$ cat src/rtl/core/assert_macros.svh
// assertion helpers for the cache tag store
// expects clk and rst_n in the scope of each use
`ifndef ASSERT_MACROS_SVH
`define ASSERT_MACROS_SVH

// condition that must hold at every clock edge out of reset
`define SACT_CHECK(lbl, expr, msg) \
  lbl: assert property (@(posedge clk) disable iff (!rst_n) (expr)) else $error(msg);

// condition on the cycle after a trigger
`define SACT_CHECK_NEXT(lbl, ante, cons, msg) \
  lbl: assert property (@(posedge clk) disable iff (!rst_n) (ante) |=> (cons)) else $error(msg);

`endif

$ cat src/rtl/core/sact_pkg.sv
`timescale 1ns / 1ps
// shared types and codes for the set-associative cache tag store
// no dependencies
package sact_pkg;

  localparam int WAY_IDX_W = 4;   // enough for up to 16 ways
  localparam int STAMP_W   = 32;

  typedef enum logic [2:0] {
    OP_READ   = 3'd0,
    OP_WRITE  = 3'd1,
    OP_FILL   = 3'd2,
    OP_LOCK   = 3'd3,
    OP_UNLOCK = 3'd4
  } op_e_t;

  localparam logic WP_WRITE_BACK = 1'b0;

  // way selection result for one set
  typedef struct packed {
    logic                 hit;
    logic [WAY_IDX_W-1:0] hit_way;
    logic                 has_invalid;
    logic [WAY_IDX_W-1:0] victim_way;
  } sel_t;

endpackage

$ cat src/rtl/core/sact_way_sel.sv
`timescale 1ns / 1ps
// tag compare and fifo victim choice across the ways of one set
// depends on sact_pkg
module sact_way_sel import sact_pkg::*; #(
  parameter int WAYS  = 4,
  parameter int TAG_W = 20
) (
  input  logic [WAYS-1:0]                 valid,
  input  logic [WAYS-1:0]                 lock,
  input  logic [WAYS-1:0][TAG_W-1:0]      tags,
  input  logic [WAYS-1:0][STAMP_W-1:0]    stamps,
  input  logic [TAG_W-1:0]                tag,
  output sel_t                            sel
);

  logic                 found;
  logic [WAY_IDX_W-1:0] hit_way;
  logic                 inv_found;
  logic [WAY_IDX_W-1:0] inv_way;
  logic [STAMP_W:0]     best_key;
  logic [STAMP_W:0]     key;
  logic [WAY_IDX_W-1:0] min_way;

  // locked ways sort after unlocked ones, so one compare covers both passes
  always_comb begin
    found     = 1'b0;
    hit_way   = '0;
    inv_found = 1'b0;
    inv_way   = '0;
    best_key  = '0;
    key       = '0;
    min_way   = '0;
    for (int w = 0; w < WAYS; w++) begin
      if (!found && valid[w] && (tags[w] == tag)) begin
        found   = 1'b1;
        hit_way = WAY_IDX_W'(w);
      end
      if (!inv_found && !valid[w]) begin
        inv_found = 1'b1;
        inv_way   = WAY_IDX_W'(w);
      end
      key = {lock[w], stamps[w]};
      if ((w == 0) || (key < best_key)) begin
        best_key = key;
        min_way  = WAY_IDX_W'(w);
      end
    end
    sel.hit         = found;
    sel.hit_way     = hit_way;
    sel.has_invalid = inv_found;
    sel.victim_way  = inv_found ? inv_way : min_way;
  end

endmodule

$ cat config.mk
export PLATFORM = sky130hd
export DESIGN_NAME = sact_way_sel
export DESIGN_NICKNAME = d
export VERILOG_FILES = /design/src/rtl/core/assert_macros.svh /design/src/rtl/core/sact_pkg.sv /design/src/rtl/core/sact_way_sel.sv
export SDC_FILE = /design/constraint.sdc
export NUM_CORES = 1
export LEC_CHECK = 0
export ABC_AREA = 1
export ABC_CLOCK_PERIOD_IN_PS = 14900
export BUFFER_PORTS_ARGS = -buffer_cell sky130_fd_sc_hd__buf_2
export CAP_MARGIN = 20
export CELL_PAD_IN_SITES_DETAIL_PLACEMENT = 1
export CELL_PAD_IN_SITES_GLOBAL_PLACEMENT = 1
export CORE_MARGIN = 2
export CORE_UTILIZATION = 23
export DETAILED_ROUTE_END_ITERATION = 8
export MAX_ROUTING_LAYER = met4
export PLACE_DENSITY = 0.75
export SYNTH_ARGS = -nofsm -noshare
export SYNTH_HDL_FRONTEND = slang
export SYNTH_SLANG_ARGS = --single-unit
$ cat constraint.sdc
create_clock -name vclk -period 14.9
set_clock_uncertainty 0.15 [all_clocks]
set_input_delay 0.745 -clock vclk [all_inputs]
set_output_delay 0.745 -clock vclk [all_outputs]
set_load 0.005 [all_outputs]
==> reports/metrics.yaml <==
area_growth_pct: 32.46
synth_adder_area_share_pct: 28.80
ctsResizeCount: 0
seq_cells: 0
antenna_left: 0
grt_pass1_vias: 5690
startpoint: "lock[0]"
worst_pin_slew_ps: 555.8
drtIter0Drc: 181
cp.arrival_ps: 6550
avgSynthCellArea_sq_um: 6.169
max_slew_margin_pct: 62.60
antenna_found_initial: 3
place.gp.congestion: 0.8985
synth_top_family_by_area: "adder cells"
die_h_um: 138.7
initial_utilization_pct: 23.29
endpoint_kind: "primary output"
die_w_um: 138.7
setup_viol: 0
worstHoldStart: "valid[0]"
grt_util_all_layers_pct: 17.91
place_inst: 1128
cap_viol_max_count: 0
rows: 49
die_area_sq_um: 19230
final-hold-violation-count: 0
required_ps: 14010
layout-drive-gt1-share_pct: 29.89
routedWlPerCell_um: 15.43
cpMaxStageDelayCell: "nor4_1"
instances_no_fill: 1132
syn_area_sq_um: 4170
synthSimpleGateAreaFrac_pct: 25.59
synthCells: 676
regArea_sq_um: 0
synth-xor-area-share_pct: 6.721
drv_slew: 0
seq_area_frac_synth_pct: 0
clkbuf_count: 0
final_nets: 1234
fmax_mhz: 134.3
fin_ws_ps: 7453
max_stage_delay_ps: 530
report.power.total_uw: 227.8
path_common_cell: "nand2_1"
io_pins: 246
nFillCells: 2429
cts_hold_buffers: 0
grt_max_degree: 66
startpoint_type: "primary input"
vias: 5400
layout_min_cycle_time_ps: 7447
worstHoldPathCells: 4
drc: 0
firstDrtPassIters: 4
ys_types: 38
grt.overflow.total: 0
post-dp-hpwl_um: 16090
routed_wl_um: 17460
fin_util_pct: 30.86
synthMuxAreaShare_pct: 0
vdd.ir_drop.worst_mv: 0.01927
hold_class: "primary input to primary output"
grt_pass1_wl_um: 27790
vias_per_cell: 4.770
grt_setup_unrepaired: "false"
status: "finished, final reports clean"
p_per_area_nw_per_um2: 41.24
place_ws_ps: 6708
crit_type: "primary input to primary output"
critPathMaxFanout: 64
ys.warnings.count: 0
synth_compound_area_share_pct: 26.49
coreArea_sq_um: 17900
portBuffers: 242
p_leak_nw: 3.100
finalCritPeriodShare_pct: 49.98
post_cts_buffers: 0
setup_tns_ps: 0
layout by cell type, fill, tap and decap left out, types with 5 or more instances in the layout:
cell type and instances:
buf_2 242, nand2_1 178, ha_1 96, inv_1 86
o21ai_0 57, a21oi_1 49, xor2_1 26, nor2_1 24
o21ai_1 23, o22ai_1 15, nor4_1 15, o21ai_2 12
nand4_1 10, nand3_1 9, a221oi_1 8, xnor2_1 6
nand2_2 5
through the flow:
| step | area (sq um) | hold WS [ps] |
|---|---|---|
| 3_3_place_gp | 5497 | 1699 |
| 4_1_cts | 5497 | 1702 |
| 2_1_floorplan | 4182 | 1436 |
| 5_1_grt | 5524 | 1730 |
| 6_report | 5524 | 1695 |
| 3_5_place_dp | 5497 | 1702 |
metal layers:
metal  vias to the layer above  share of wire [%]  GRT usage (%)
li1                       2780                  -              -
met1                      2449                 46          24.00
met2                       157                 47          30.46
met3                        14                5.4          1.140
met4                         0                1.2          2.658
met5                         -                  0              -
power breakdown:
part / internal, mW / switching, mW
clock network: 0.0000000270 / 0
registers: 0 / 0
logic: 0.0945 / 0.133
total: 0.0945 / 0.133
kinds of logic (layout without fill, tap and decap cells):
| family | count (synthesis) | after routing |
|---|---|---|
| buffers and inverters | 109 | 330 |
| and+or+nand+nor | 252 | 252 |
| xor gates and xnor gates | 32 | 32 |
| other | 1 | 7 |
| adders and majority gates | 96 | 96 |
| AOI/OAI and AO/OA | 186 | 186 |
layout make-up:
cell class	count	area (sq um)	share of cell area [%]
Multi-Input combinational cell	570	3669	66.41
Timing Repair Buffer	244	1239	22.42
Tap cell	229	286.5	5.187
Antenna cell	3	7.507	0.1359
Inverter	86	322.8	5.844
cell usage after synthesis (3+ instances only):
cell	count	share of area, %
inv_1	86	7.7
o2111ai_1	3	0.63
nor3_1	4	0.48
nand2_1	178	16
nor4_1	15	2.3
o21ai_1	23	2.8
o21ai_2	12	2.5
ha_1	96	29
xnor2_1	6	1.3
o21ai_0	57	6.8
buf_6	9	2.4
xor2_1	26	5.5
a21oi_1	49	5.9
nand4_1	10	1.5
o22ai_1	15	2.3
nand3_1	9	1.1
nor2_2	3	0.45
clkbuf_1	3	0.27
nand2_2	5	0.75
nor2_1	24	2.2
buf_4	9	1.6
a221oi_1	8	1.7
o21a_1	4	0.72
critical path, delay by kind of cell:
family          cells  cell delay [ps]
fa+ha+maj           3              950
compound gates      4              590
buf+inv             5              950
simple gates       21             3260
final timing paths:
path	end	slack, ps
setup / recovery	sel[0]	7450
hold / removal	sel[0]	1700
Note: power is estimated with default switching activity, not from simulation.
